## src/sv/icfr_pkg.sv

```systemverilog
// Shared constants, types and helpers for the implicit curve fit residual block.
`default_nettype none
package icfr_pkg;

	localparam int COORD_BITS = 12;
	localparam int FRAC_BITS  = 16;
	localparam int COEF_W     = 32;
	localparam int ACC_W      = 64;
	localparam int ROOT_W     = 32;
	localparam int PROD_W     = ACC_W + COEF_W;
	localparam int MAGN_W     = COEF_W + 1 + FRAC_BITS;
	localparam int DEN_W      = COEF_W + 1;
	localparam int NUM_REGS   = 6;
	localparam int ADDR_W     = 5;
	localparam int IDX_W      = ADDR_W - 2;

	localparam logic signed [ACC_W-1:0] SMAX = {1'b0, {(ACC_W-1){1'b1}}};
	localparam logic signed [ACC_W-1:0] SMIN = {1'b1, {(ACC_W-2){1'b0}}, 1'b1};
	localparam logic signed [ACC_W-1:0] DMAX = SMAX >>> FRAC_BITS;
	localparam logic signed [COEF_W-1:0] QUAD_RESET = COEF_W'(64'd1 << FRAC_BITS);

	localparam logic [IDX_W-1:0] REG_QUAD   = IDX_W'(0);
	localparam logic [IDX_W-1:0] REG_LIN    = IDX_W'(1);
	localparam logic [IDX_W-1:0] REG_CUBE   = IDX_W'(2);
	localparam logic [IDX_W-1:0] REG_SQUARE = IDX_W'(3);
	localparam logic [IDX_W-1:0] REG_SLOPE  = IDX_W'(4);
	localparam logic [IDX_W-1:0] REG_OFFSET = IDX_W'(5);

	typedef struct packed {
		logic [11:0] x_coord;
		logic [11:0] y_coord;
		logic        last_point;
	} in_word_t;

	typedef struct packed {
		logic [31:0] error_root;
		logic        invalid;
		logic        saturated;
	} out_word_t;

	typedef struct packed {
		logic signed [COEF_W-1:0] quad;
		logic signed [COEF_W-1:0] lin;
		logic signed [COEF_W-1:0] cube;
		logic signed [COEF_W-1:0] square;
		logic signed [COEF_W-1:0] slope;
		logic signed [COEF_W-1:0] offset;
	} coef_t;

	typedef enum logic [4:0] {
		ST_IDLE, ST_CHK, ST_X2, ST_X3, ST_T1, ST_T2, ST_T3, ST_T4, ST_AR, ST_BB,
		ST_DISC, ST_SQ, ST_DIV1, ST_DIV2, ST_DIST, ST_RES, ST_ACC, ST_FIN, ST_OUT
	} state_t;

	typedef enum logic [4:0] {
		OP_NONE, OP_LOAD, OP_X2, OP_X3, OP_T1, OP_T2, OP_T3, OP_T4, OP_AR, OP_BB,
		OP_DISC, OP_SQ, OP_DIV1, OP_DIV2, OP_DIST, OP_RES, OP_ACC, OP_FIN
	} op_t;

	typedef struct packed {
		op_t  op;
		logic go;
	} dp_cmd_t;

	typedef struct packed {
		logic mul_done;
		logic sqrt_done;
		logic div_done;
		logic a_zero;
		logic d_neg;
		logic last;
	} dp_stat_t;

	typedef struct packed {
		logic signed [ACC_W-1:0] val;
		logic                    ovf;
	} sat_t;

	function automatic sat_t sadd(input logic signed [ACC_W-1:0] a,
			input logic signed [ACC_W-1:0] b);
		logic signed [ACC_W:0] s;
		sat_t r;
		s = $signed({a[ACC_W-1], a}) + $signed({b[ACC_W-1], b});
		if (s > $signed({1'b0, SMAX})) begin
			r.val = SMAX;
			r.ovf = 1'b1;
		end else if (s < $signed({SMIN[ACC_W-1], SMIN})) begin
			r.val = SMIN;
			r.ovf = 1'b1;
		end else begin
			r.val = s[ACC_W-1:0];
			r.ovf = 1'b0;
		end
		return r;
	endfunction

	function automatic logic [COEF_W-1:0] cmag(input logic signed [COEF_W-1:0] c);
		logic signed [COEF_W-1:0] n;
		n = -c;
		return c[COEF_W-1] ? $unsigned(n) : $unsigned(c);
	endfunction

	function automatic logic [ACC_W-1:0] amag(input logic signed [ACC_W-1:0] v);
		logic signed [ACC_W-1:0] n;
		n = -v;
		return v[ACC_W-1] ? $unsigned(n) : $unsigned(v);
	endfunction

endpackage
`default_nettype wire

```

## src/sv/icfr_ctrl.sv

```systemverilog
// Controller: sequences the datapath steps for each point and the final result.
`default_nettype none
module icfr_ctrl (
	input  wire logic               clk,
	input  wire logic               arst_n,
	input  wire logic               in_valid,
	output logic                    in_stall,
	output logic                    out_valid,
	input  wire logic               out_stall,
	input  wire icfr_pkg::dp_stat_t stat,
	output icfr_pkg::dp_cmd_t       cmd
);
	import icfr_pkg::*;

	state_t state_q, state_d;
	logic   started_q;

	always_ff @(posedge clk or negedge arst_n) begin
		if (!arst_n) begin
			state_q   <= ST_IDLE;
			started_q <= 1'b0;
		end else begin
			state_q <= state_d;
			if (state_d != state_q) begin
				started_q <= 1'b0;
			end else if (cmd.go) begin
				started_q <= 1'b1;
			end
		end
	end

	always_comb begin
		state_d   = state_q;
		cmd.op    = OP_NONE;
		cmd.go    = 1'b0;
		in_stall  = 1'b1;
		out_valid = 1'b0;
		unique case (state_q)
			ST_IDLE: begin
				in_stall = 1'b0;
				cmd.op   = OP_LOAD;
				cmd.go   = in_valid;
				if (in_valid) begin
					state_d = ST_CHK;
				end
			end
			ST_CHK: begin
				if (stat.a_zero) begin
					state_d = stat.last ? ST_FIN : ST_IDLE;
				end else begin
					state_d = ST_X2;
				end
			end
			ST_X2: begin
				cmd.op = OP_X2;
				cmd.go = !started_q;
				if (stat.mul_done) begin
					state_d = ST_X3;
				end
			end
			ST_X3: begin
				cmd.op = OP_X3;
				cmd.go = !started_q;
				if (stat.mul_done) begin
					state_d = ST_T1;
				end
			end
			ST_T1: begin
				cmd.op = OP_T1;
				cmd.go = !started_q;
				if (stat.mul_done) begin
					state_d = ST_T2;
				end
			end
			ST_T2: begin
				cmd.op = OP_T2;
				cmd.go = !started_q;
				if (stat.mul_done) begin
					state_d = ST_T3;
				end
			end
			ST_T3: begin
				cmd.op = OP_T3;
				cmd.go = !started_q;
				if (stat.mul_done) begin
					state_d = ST_T4;
				end
			end
			ST_T4: begin
				cmd.op  = OP_T4;
				cmd.go  = 1'b1;
				state_d = ST_AR;
			end
			ST_AR: begin
				cmd.op = OP_AR;
				cmd.go = !started_q;
				if (stat.mul_done) begin
					state_d = ST_BB;
				end
			end
			ST_BB: begin
				cmd.op = OP_BB;
				cmd.go = !started_q;
				if (stat.mul_done) begin
					state_d = ST_DISC;
				end
			end
			ST_DISC: begin
				cmd.op = OP_DISC;
				cmd.go = 1'b1;
				if (stat.d_neg) begin
					state_d = stat.last ? ST_FIN : ST_IDLE;
				end else begin
					state_d = ST_SQ;
				end
			end
			ST_SQ: begin
				cmd.op = OP_SQ;
				cmd.go = !started_q;
				if (stat.sqrt_done) begin
					state_d = ST_DIV1;
				end
			end
			ST_DIV1: begin
				cmd.op = OP_DIV1;
				cmd.go = !started_q;
				if (stat.div_done) begin
					state_d = ST_DIV2;
				end
			end
			ST_DIV2: begin
				cmd.op = OP_DIV2;
				cmd.go = !started_q;
				if (stat.div_done) begin
					state_d = ST_DIST;
				end
			end
			ST_DIST: begin
				cmd.op  = OP_DIST;
				cmd.go  = 1'b1;
				state_d = ST_RES;
			end
			ST_RES: begin
				cmd.op = OP_RES;
				cmd.go = !started_q;
				if (stat.mul_done) begin
					state_d = ST_ACC;
				end
			end
			ST_ACC: begin
				cmd.op  = OP_ACC;
				cmd.go  = 1'b1;
				state_d = stat.last ? ST_FIN : ST_IDLE;
			end
			ST_FIN: begin
				cmd.op = OP_FIN;
				cmd.go = !started_q;
				if (stat.sqrt_done) begin
					state_d = ST_OUT;
				end
			end
			ST_OUT: begin
				out_valid = 1'b1;
				if (!out_stall) begin
					state_d = ST_IDLE;
				end
			end
			default: state_d = ST_IDLE;
		endcase
	end

endmodule
`default_nettype wire

```

## config.mk

```make
export PLATFORM = sky130hd
export DESIGN_NAME = icfr_ctrl
export DESIGN_NICKNAME = d
export VERILOG_FILES = /design/src/sv/icfr_pkg.sv /design/src/sv/icfr_ctrl.sv
export SDC_FILE = /design/constraint.sdc
export NUM_CORES = 1
export LEC_CHECK = 0
export ABC_AREA = 1
export BUFFER_PORTS_ARGS = -buffer_cell sky130_fd_sc_hd__buf_2
export CORE_MARGIN = 3
export CORE_UTILIZATION = 59
export CTS_CLUSTER_SIZE = 14
export DETAILED_ROUTE_END_ITERATION = 12
export GPL_TIMING_DRIVEN = 0
export PLACE_DENSITY = 0.83
export REMOVE_ABC_BUFFERS = 1
export SKIP_LAST_GASP = 1
export SLEW_MARGIN = 20
export SYNTH_ARGS = -nofsm -noshare
export SYNTH_HDL_FRONTEND = slang
export SYNTH_SLANG_ARGS = --single-unit
```

## constraint.sdc

```tcl
create_clock -name clk -period 2.56 [get_ports clk]
set_input_delay 0.384 -clock clk [delete_from_list [all_inputs] [get_ports clk]]
set_output_delay 0.384 -clock clk [all_outputs]
set_load 0.02 [all_outputs]
```

# --- Yosys cells after proc, flatten, opt, wreduce, memory -nomap -nowiden ---
# Index checks and enable logic that the tools add are counted.
word_totals:
  register_bits: 6
  inputBits: 10
  output_inout_bits: 8
  elab_cells: 47
classes:
  eq_ne: 19
  mux: 23
  reduce_logical: 3
ops:
  columns: ["operator", "count"]
  rows:
  - ["$pmux W6 S17", 1]
  - ["$pmux W5 S19", 1]
  - ["$mux W5", 17]
  - ["$eq A5 B4 Y1 const B", 8]
  - ["$eq A5 B3 Y1 const B", 4]
  - ["$eq A5 B5 Y1 const B", 3]
  - ["$eq A5 B2 Y1 const B", 2]
  - ["$eq A5 B1 Y1 const B", 1]
  - ["$logic_not A5 Y1", 1]
  - ["$ne A5 B5 Y1", 1]
  - ["$mux W1", 4]
  - ["$reduce_bool A2 Y1", 1]
  - ["$logic_not A1 Y1", 1]

# --- Longest topological paths before layout ---
# Gate-level depths: netlist (run 1).
logic_depth:
  depth_word: 5
  ltp_mapped: 14
  mapped_depth_nobuf: 13

# --- Worst setup path before layout (run 1) ---
# OpenSTA, ideal clock, no wires.
synth_timing:
  path_type: "reg2out"
  from: "register state_q[3]"
  to: "output cmd[0] (netlist name)"
  arrival_ns: 1.383
  required_ns: 2.176
  setup_slack_ns: 0.793
  stages_incl_launch_ff: 7
  n_path_buf: 1
  cell_sequence: "dfrtp_1 -> buf_4 -> nor2_4 -> nand3_1 -> nor2_1 -> nor3_1 -> nand2_1"
synth_lines:
  columns: ["item", "line_no", "rtl"]
  rows:
  - ["start: declaration", "icfr_ctrl.sv:15", "state_t state_q, state_d;"]
  - ["start signal: assignment", "icfr_ctrl.sv:23", "state_q <= state_d;"]
  - ["end: declaration", "icfr_ctrl.sv:11", "output icfr_pkg::dp_cmd_t cmd"]

==> flow_metrics.env, run 1 <==
export IMPL_wire_per_inst_microns=13.35
export IMPL_leakage_nw=0.6968
export IMPL_cts_buffers=3
export IMPL_antenna_found_initial=0
export IMPL_cts_max_level=1
export IMPL_die_height_microns=46.62
export IMPL_drc=0
export IMPL_area_growth_pct=11.05
export IMPL_dr_pass1_iters=6
export IMPL_yosysWarningCount=0
export IMPL_crit_fanout=12
export IMPL_rsz0062_at_grt="false"
export IMPL_ys_seq_area_share_pct=15.42
export IMPL_drive_gt1_share_pct=16.35
export IMPL_worstPathRequired_ns=2.18
export IMPL_cts_clk_slew_worst_paths_ns=0.04
export IMPL_cts_sinks=6
export IMPL_vdd_drop_max_mv=1.091
export IMPL_min_period_ns=2.419
export IMPL_path_common_cell="nand2_1"
export IMPL_nNetsFinal=220
export IMPL_vias=1327
export IMPL_die_area_sq_um=2173
export IMPL_pwr_density_cell_nw_per_um2=1414
export IMPL_crit_chain="nand2_1 -> nor2_2 -> nand2_1 -> and3_1 -> nand3_1 -> nand2_1 -> nand2_1 -> buf_2"
export IMPL_ys_ff_latch=6
export IMPL_grt_pass1_wl_microns=4830
export IMPL_routabilityCongestion=1.061
export IMPL_hpwl_microns=2336
export IMPL_hold_slack_ns=0.4875
export IMPL_fin_setup_tns_ns=0
export IMPL_hold_viol=0
export IMPL_fmax_mhz=413.4
export IMPL_setup_viol=0
export IMPL_criticalPathCategory="flop to primary output"
export IMPL_cts_tree="built"
export IMPL_core_area_sq_um=1524
export IMPL_final_antenna_net_count=0
export IMPL_antenna_cells=0
export IMPL_cts_root_buffer_cell="clkbuf_4"
export IMPL_viasPerCell=5.924
export IMPL_drt_iter0_markers=102
export IMPL_ctsLongestPathBuffers=2
export IMPL_postCtsSetupRepairBufs=0
export IMPL_hp_class="input pin to asynchronous set/reset pin"
export IMPL_start_kind="flop"
export IMPL_skew_ns=0.002284
export IMPL_critical_path_top_delay_family="simple AND/OR/NAND/NOR gates"
export IMPL_stdcell_area_sq_um=1081
export IMPL_totalWireLength_microns=2991
export IMPL_r2r_cells=10
export IMPL_total_power_mw=1.529
export IMPL_period_share_pct=94.48
export IMPL_critPathSlowestCell="dfrtp_1"
export IMPL_arrival_ns=2.03
export IMPL_path_buf_inv=1
export IMPL_slew_headroom_pct=63.51
export IMPL_slew_viol_final=0
export IMPL_utilization_pct=70.94
export IMPL_grt_pass1_vias=1142
export IMPL_drv_cap=0
export IMPL_critPathMaxStageDelay_ns=0.59
export IMPL_worstReg2RegStart="state_q[0]"
export IMPL_die_w_microns=46.62
export IMPL_io_buffers=17
export IMPL_num_rows=14
export IMPL_fillers=140
export IMPL_start_util_pct=63.88
export IMPL_worstMarginPinSlew_ns=0.5474
export IMPL_cp_end_kind="primary output"
export IMPL_multi_input_area_sq_um=699.4
export IMPL_syn_cell_area_sq_um=973.4
export IMPL_boundaryPins=18
export IMPL_synth_cells=192
export IMPL_insertion_delay_ns=0.26
export IMPL_seq_area_sq_um=150.1
export IMPL_status="completed"
export IMPL_ys_types=21
export IMPL_grt_max_degree=16
export IMPL_placed_cell_area_sq_um=1049
export IMPL_syn_area_per_cell_sq_um=5.070
export IMPL_grt_overflow=0
export IMPL_r2r_setup_slack_ns=0.52
export IMPL_rr_endpoint="started_q"
export IMPL_grt_usage_pct=30.84
==> per-layer routing <==
metal | track usage [%] | routed length (microns) | part of all wire [%]
met5 | 0 | 0 | 0
met4 | 17.68 | 95 | 3.2
met1 | 38.89 | 1178 | 39
met3 | 8.984 | 350 | 12
met2 | 46.15 | 1367 | 46
==> cell usage in the layout, fill, tap and decap left out, types with 3 or more instances in the layout <==
master / netlist / routed
a21oi_1: 3 / 3
buf_2: 3 / 17
clkbuf_4: 0 / 3
dfrtp_1: 6 / 6
inv_1: 21 / 21
inv_2: 4 / 4
nand2_1: 66 / 66
nand3_1: 35 / 35
nand4_1: 4 / 4
nor2_1: 29 / 29
nor2_2: 7 / 7
o21ai_0: 3 / 3
==> worst register-to-register path, cell delays in order (launching register included) <==
cell     delay, ns
dfrtp_1       0.59
inv_2         0.19
nor2_2        0.27
nand3_2       0.16
o21ai_0       0.27
nor2_1        0.10
nand2_1       0.07
nand2_1       0.07
nor2_1        0.08
nand2_1       0.06
nor2_1        0.12
==> synth_stat cells <==
| library cell | instances | area share (%) |
|---|---|---|
| a2111o_1 | 1 | 1.2 |
| a21oi_1 | 3 | 1.5 |
| and3_1 | 1 | 0.64 |
| buf_2 | 3 | 1.5 |
| buf_4 | 2 | 1.5 |
| dfrtp_1 | 6 | 15 |
| inv_1 | 21 | 8.1 |
| inv_2 | 4 | 1.5 |
| nand2_1 | 66 | 25 |
| nand2_2 | 1 | 0.64 |
| nand3_1 | 35 | 18 |
| nand3_2 | 1 | 1.0 |
| nand4_1 | 4 | 2.6 |
| nor2_1 | 29 | 11 |
| nor2_2 | 7 | 4.5 |
| nor2_4 | 1 | 1.2 |
| nor3_1 | 1 | 0.51 |
| nor4_1 | 1 | 0.64 |
| o21ai_0 | 3 | 1.5 |
| o21ai_1 | 1 | 0.51 |
| o21bai_1 | 1 | 0.77 |
==> worst max-delay path by stage <==
| stage | from | to | slack [ns] | depth (start not counted) |
|---|---|---|---|---|
| floorplan | state_q[4] | cmd[1] | 0.75 | 4 |
| global placement | state_q[0] | cmd[0] | 0.45 | 8 |
| detailed placement | state_q[4] | cmd[0] | 0.44 | 9 |
| CTS | state_q[4] | cmd[0] | 0.17 | 9 |
| global route | state_q[4] | cmd[0] | 0.007 | 8 |
| finish | state_q[0] | cmd[0] | 0.14 | 8 |
==> cell type report <==
| cell class | count | share of cell area [%] |
|---|---|---|
| Sequential cell | 6 | 13.89 |
| Multi-Input combinational cell | 156 | 64.70 |
| Tap cell | 16 | 1.852 |
| Timing Repair Buffer | 18 | 8.796 |
| Inverter | 25 | 8.681 |
| Clock buffer | 3 | 2.083 |
==> where the power goes <==
part | switching [mW] | total [mW] | internal, mW
combinational | 0.796 | 1.17 | 0.372
clock | 0.0381 | 0.0913 | 0.0533
sequential | 0.132 | 0.270 | 0.137
==> logic make-up (layout without fill, tap and decap cells) <==
family,after synthesis,count (layout),share of synthesized area [%]
compound gates,9,9,5.526
simple gates,147,147,66.32
flops,6,6,15.42
buf+inv,30,46,12.72
==> repair_timing <==
action	CTS	global route
hold buffers	1	0
resized for setup	0	0
hold endpoints to repair	6	0
==> registers in the layout, summed over array words and instances, names as in the netlist <==
register and cells:
state_q 5, started_q 1
==> through the flow <==
| stage | cells | setup WS, ns |
|---|---|---|
| floorplan | 187 | 0.7472 |
| global placement | 220 | 0.4493 |
| detailed placement | 220 | 0.4447 |
| CTS | 224 | 0.1662 |
| global route | 224 | 0.006914 |
| finish | 224 | 0.1413 |
No activity file was read; power rests on OpenSTA's default activity.
==> run 2: changes to the inputs <==
CORE_UTILIZATION = 50   (was 59)
PLACE_DENSITY = 0.75   (was 0.83)
clock period = 2.2 ns   (was 2.56 ns; I/O delays follow)
==> flow_metrics.env, run 2 (synthesis results as in run 1) <==
export IMPL_criticalPathCategory="flop to primary output"
export IMPL_worstReg2RegStart="state_q[4]"
export IMPL_path_buf_inv=2
export IMPL_wire_per_inst_microns=12.60
export IMPL_mostFrequentLayoutCell="nand2_1"
export IMPL_cts_root_buffer_cell="clkbuf_4"
export IMPL_hp_class="input pin to asynchronous set/reset pin"
export IMPL_setup_worst_path_end="cmd[0]"
export IMPL_final_antenna_net_count=0
export IMPL_drv_cap=0
export IMPL_slew_headroom_pct=79.77
export IMPL_leakage_nw=0.7536
export IMPL_die_w_microns=50.13
export IMPL_hpwl_microns=2247
export IMPL_setup_viol=0
export IMPL_critical_path_top_delay_family="simple AND/OR/NAND/NOR gates"
export IMPL_r2r_cells=12
export IMPL_numPlacedInstances=229
export IMPL_final_cell_mix="nand2_1, nand3_1, nor2_1, inv_1, buf_2"
export IMPL_status="completed"
export IMPL_drive_gt1_share_pct=23.18
export IMPL_antenna_found_initial=0
export IMPL_worstPathRequired_ns=1.87
export IMPL_utilization_pct=68.07
export IMPL_crit_cells=8
export IMPL_dr_pass1_iters=5
export IMPL_slew_viol_final=0
export IMPL_pwr_density_cell_nw_per_um2=1623
export IMPL_largestRegisters="state_q (5), started_q (1)"
export IMPL_worstMarginPinSlew_ns=0.3032
export IMPL_grt_pass1_wl_microns=4698
export IMPL_io_buffers=17
export IMPL_grt_overflow=0
export IMPL_viasPerCell=5.604
export IMPL_vias=1373
export IMPL_num_rows=15
export IMPL_die_height_microns=50.13
export IMPL_final_cell_count_no_fill=245
export IMPL_crit_fanout=7
export IMPL_antenna_cells=0
export IMPL_multi_input_area_sq_um=719.4
export IMPL_cts_buffers=3
export IMPL_critPathSlowestCell="dfrtp_2"
export IMPL_drt_iter0_markers=90
export IMPL_arrival_ns=1.82
export IMPL_regMostFlops="state_q"
export IMPL_die_area_sq_um=2513
export IMPL_drc=0
export IMPL_ctsLongestPathBuffers=2
export IMPL_nNetsFinal=232
export IMPL_min_period_ns=2.148
export IMPL_period_share_pct=97.66
export IMPL_path_common_cell="nand2_1"
export IMPL_totalWireLength_microns=3087
export IMPL_cp_end_kind="primary output"
export IMPL_grt_usage_pct=23.61
export IMPL_cts_tree="built"
export IMPL_start_util_pct=54.60
export IMPL_fmax_mhz=465.5
export IMPL_grt_pass1_vias=1066
export IMPL_largest_reg_flops=5
export IMPL_r2r_setup_slack_ns=0.41
export IMPL_area_growth_pct=24.68
export IMPL_cts_max_level=1
export IMPL_hold_viol=0
export IMPL_start_kind="flop"
export IMPL_core_area_sq_um=1783
export IMPL_seq_area_sq_um=158.9
export IMPL_routabilityCongestion=0.9609
export IMPL_vdd_drop_max_mv=1.127
export IMPL_cts_sinks=6
export IMPL_cts_clk_slew_worst_paths_ns=0.05
export IMPL_boundaryPins=18
export IMPL_crit_chain="inv_1 -> nor2_2 -> nand2_1 -> and3_1 -> nand3_1 -> nand2_1 -> nand2_1 -> buf_2"
export IMPL_rr_endpoint="started_q"
export IMPL_grt_max_degree=16
export IMPL_insertion_delay_ns=0.25
export IMPL_skew_ns=0.004787
export IMPL_fillers=167
export IMPL_critPathMaxStageDelay_ns=0.47
export IMPL_crit_start="state_q[3]"
export IMPL_fin_setup_tns_ns=0
==> run 2: metrics by stage <==
stage | power, mW | cell area [sq um] | setup slack (ns) | hold WS, ns
after floorplan | 1.270 | 943.4 | 0.4412 | 0.03441
after global placement | 1.617 | 1060 | 0.1419 | 0.1569
after detailed placement | 1.621 | 1060 | 0.1167 | 0.1608
after CTS | 1.756 | 1105 | 0.004141 | 0.4283
after global routing | 2.151 | 1214 | -0.01279 | 0.4396
final | 1.970 | 1214 | 0.05159 | 0.4306
==> run 2: report_power, final <==
part / switching, mW / internal (mW) / leakage (nW) / total (mW)
combinational: 0.994 / 0.564 / 0.667 / 1.56
clock: 0.0404 / 0.0617 / 0.0138 / 0.102
sequential: 0.135 / 0.175 / 0.0723 / 0.310
total: 1.17 / 0.800 / 0.754 / 1.97
==> run 2: final cells by class <==
type                       instances  share of cell area, %
clock buffer                       3                  1.856
inverter                          25                  8.144
multi-input combinational        156                  59.28
tap                               25                  2.577
timing repair buffer              30                  15.05
sequential                         6                  13.09
==> run 2: worst min path at each step <==
stage,startpoint,endpoint,cells after the start
final,arst_n,state_q[2],2
after detailed placement,arst_n,state_q[2],1
after floorplan,arst_n,started_q,0
after CTS,arst_n,state_q[2],2
after global placement,arst_n,state_q[3],1
after global routing,arst_n,state_q[2],2
==> run 2: per-layer routing <==
| metal | wire length [microns] | up-vias | GRT usage, % |
|---|---|---|---|
| met5 | 0 | - | 0 |
| met4 | 82 | 0 | 5.530 |
| met3 | 326 | 17 | 4.532 |
| met2 | 1394 | 92 | 36.52 |
| met1 | 1282 | 590 | 33.27 |
| li1 | - | 674 | - |
==> run 2: what timing repair did <==
| action | CTS | global route |
|---|---|---|
| pin swaps | 0 | 1 |
| setup endpoints to repair | 2 | 1 |
| setup buffers | 0 | 12 |
| endpoints found under the hold margin | 6 | 0 |
| resized for setup | 6 | 6 |
| hold buffers | 1 | 0 |
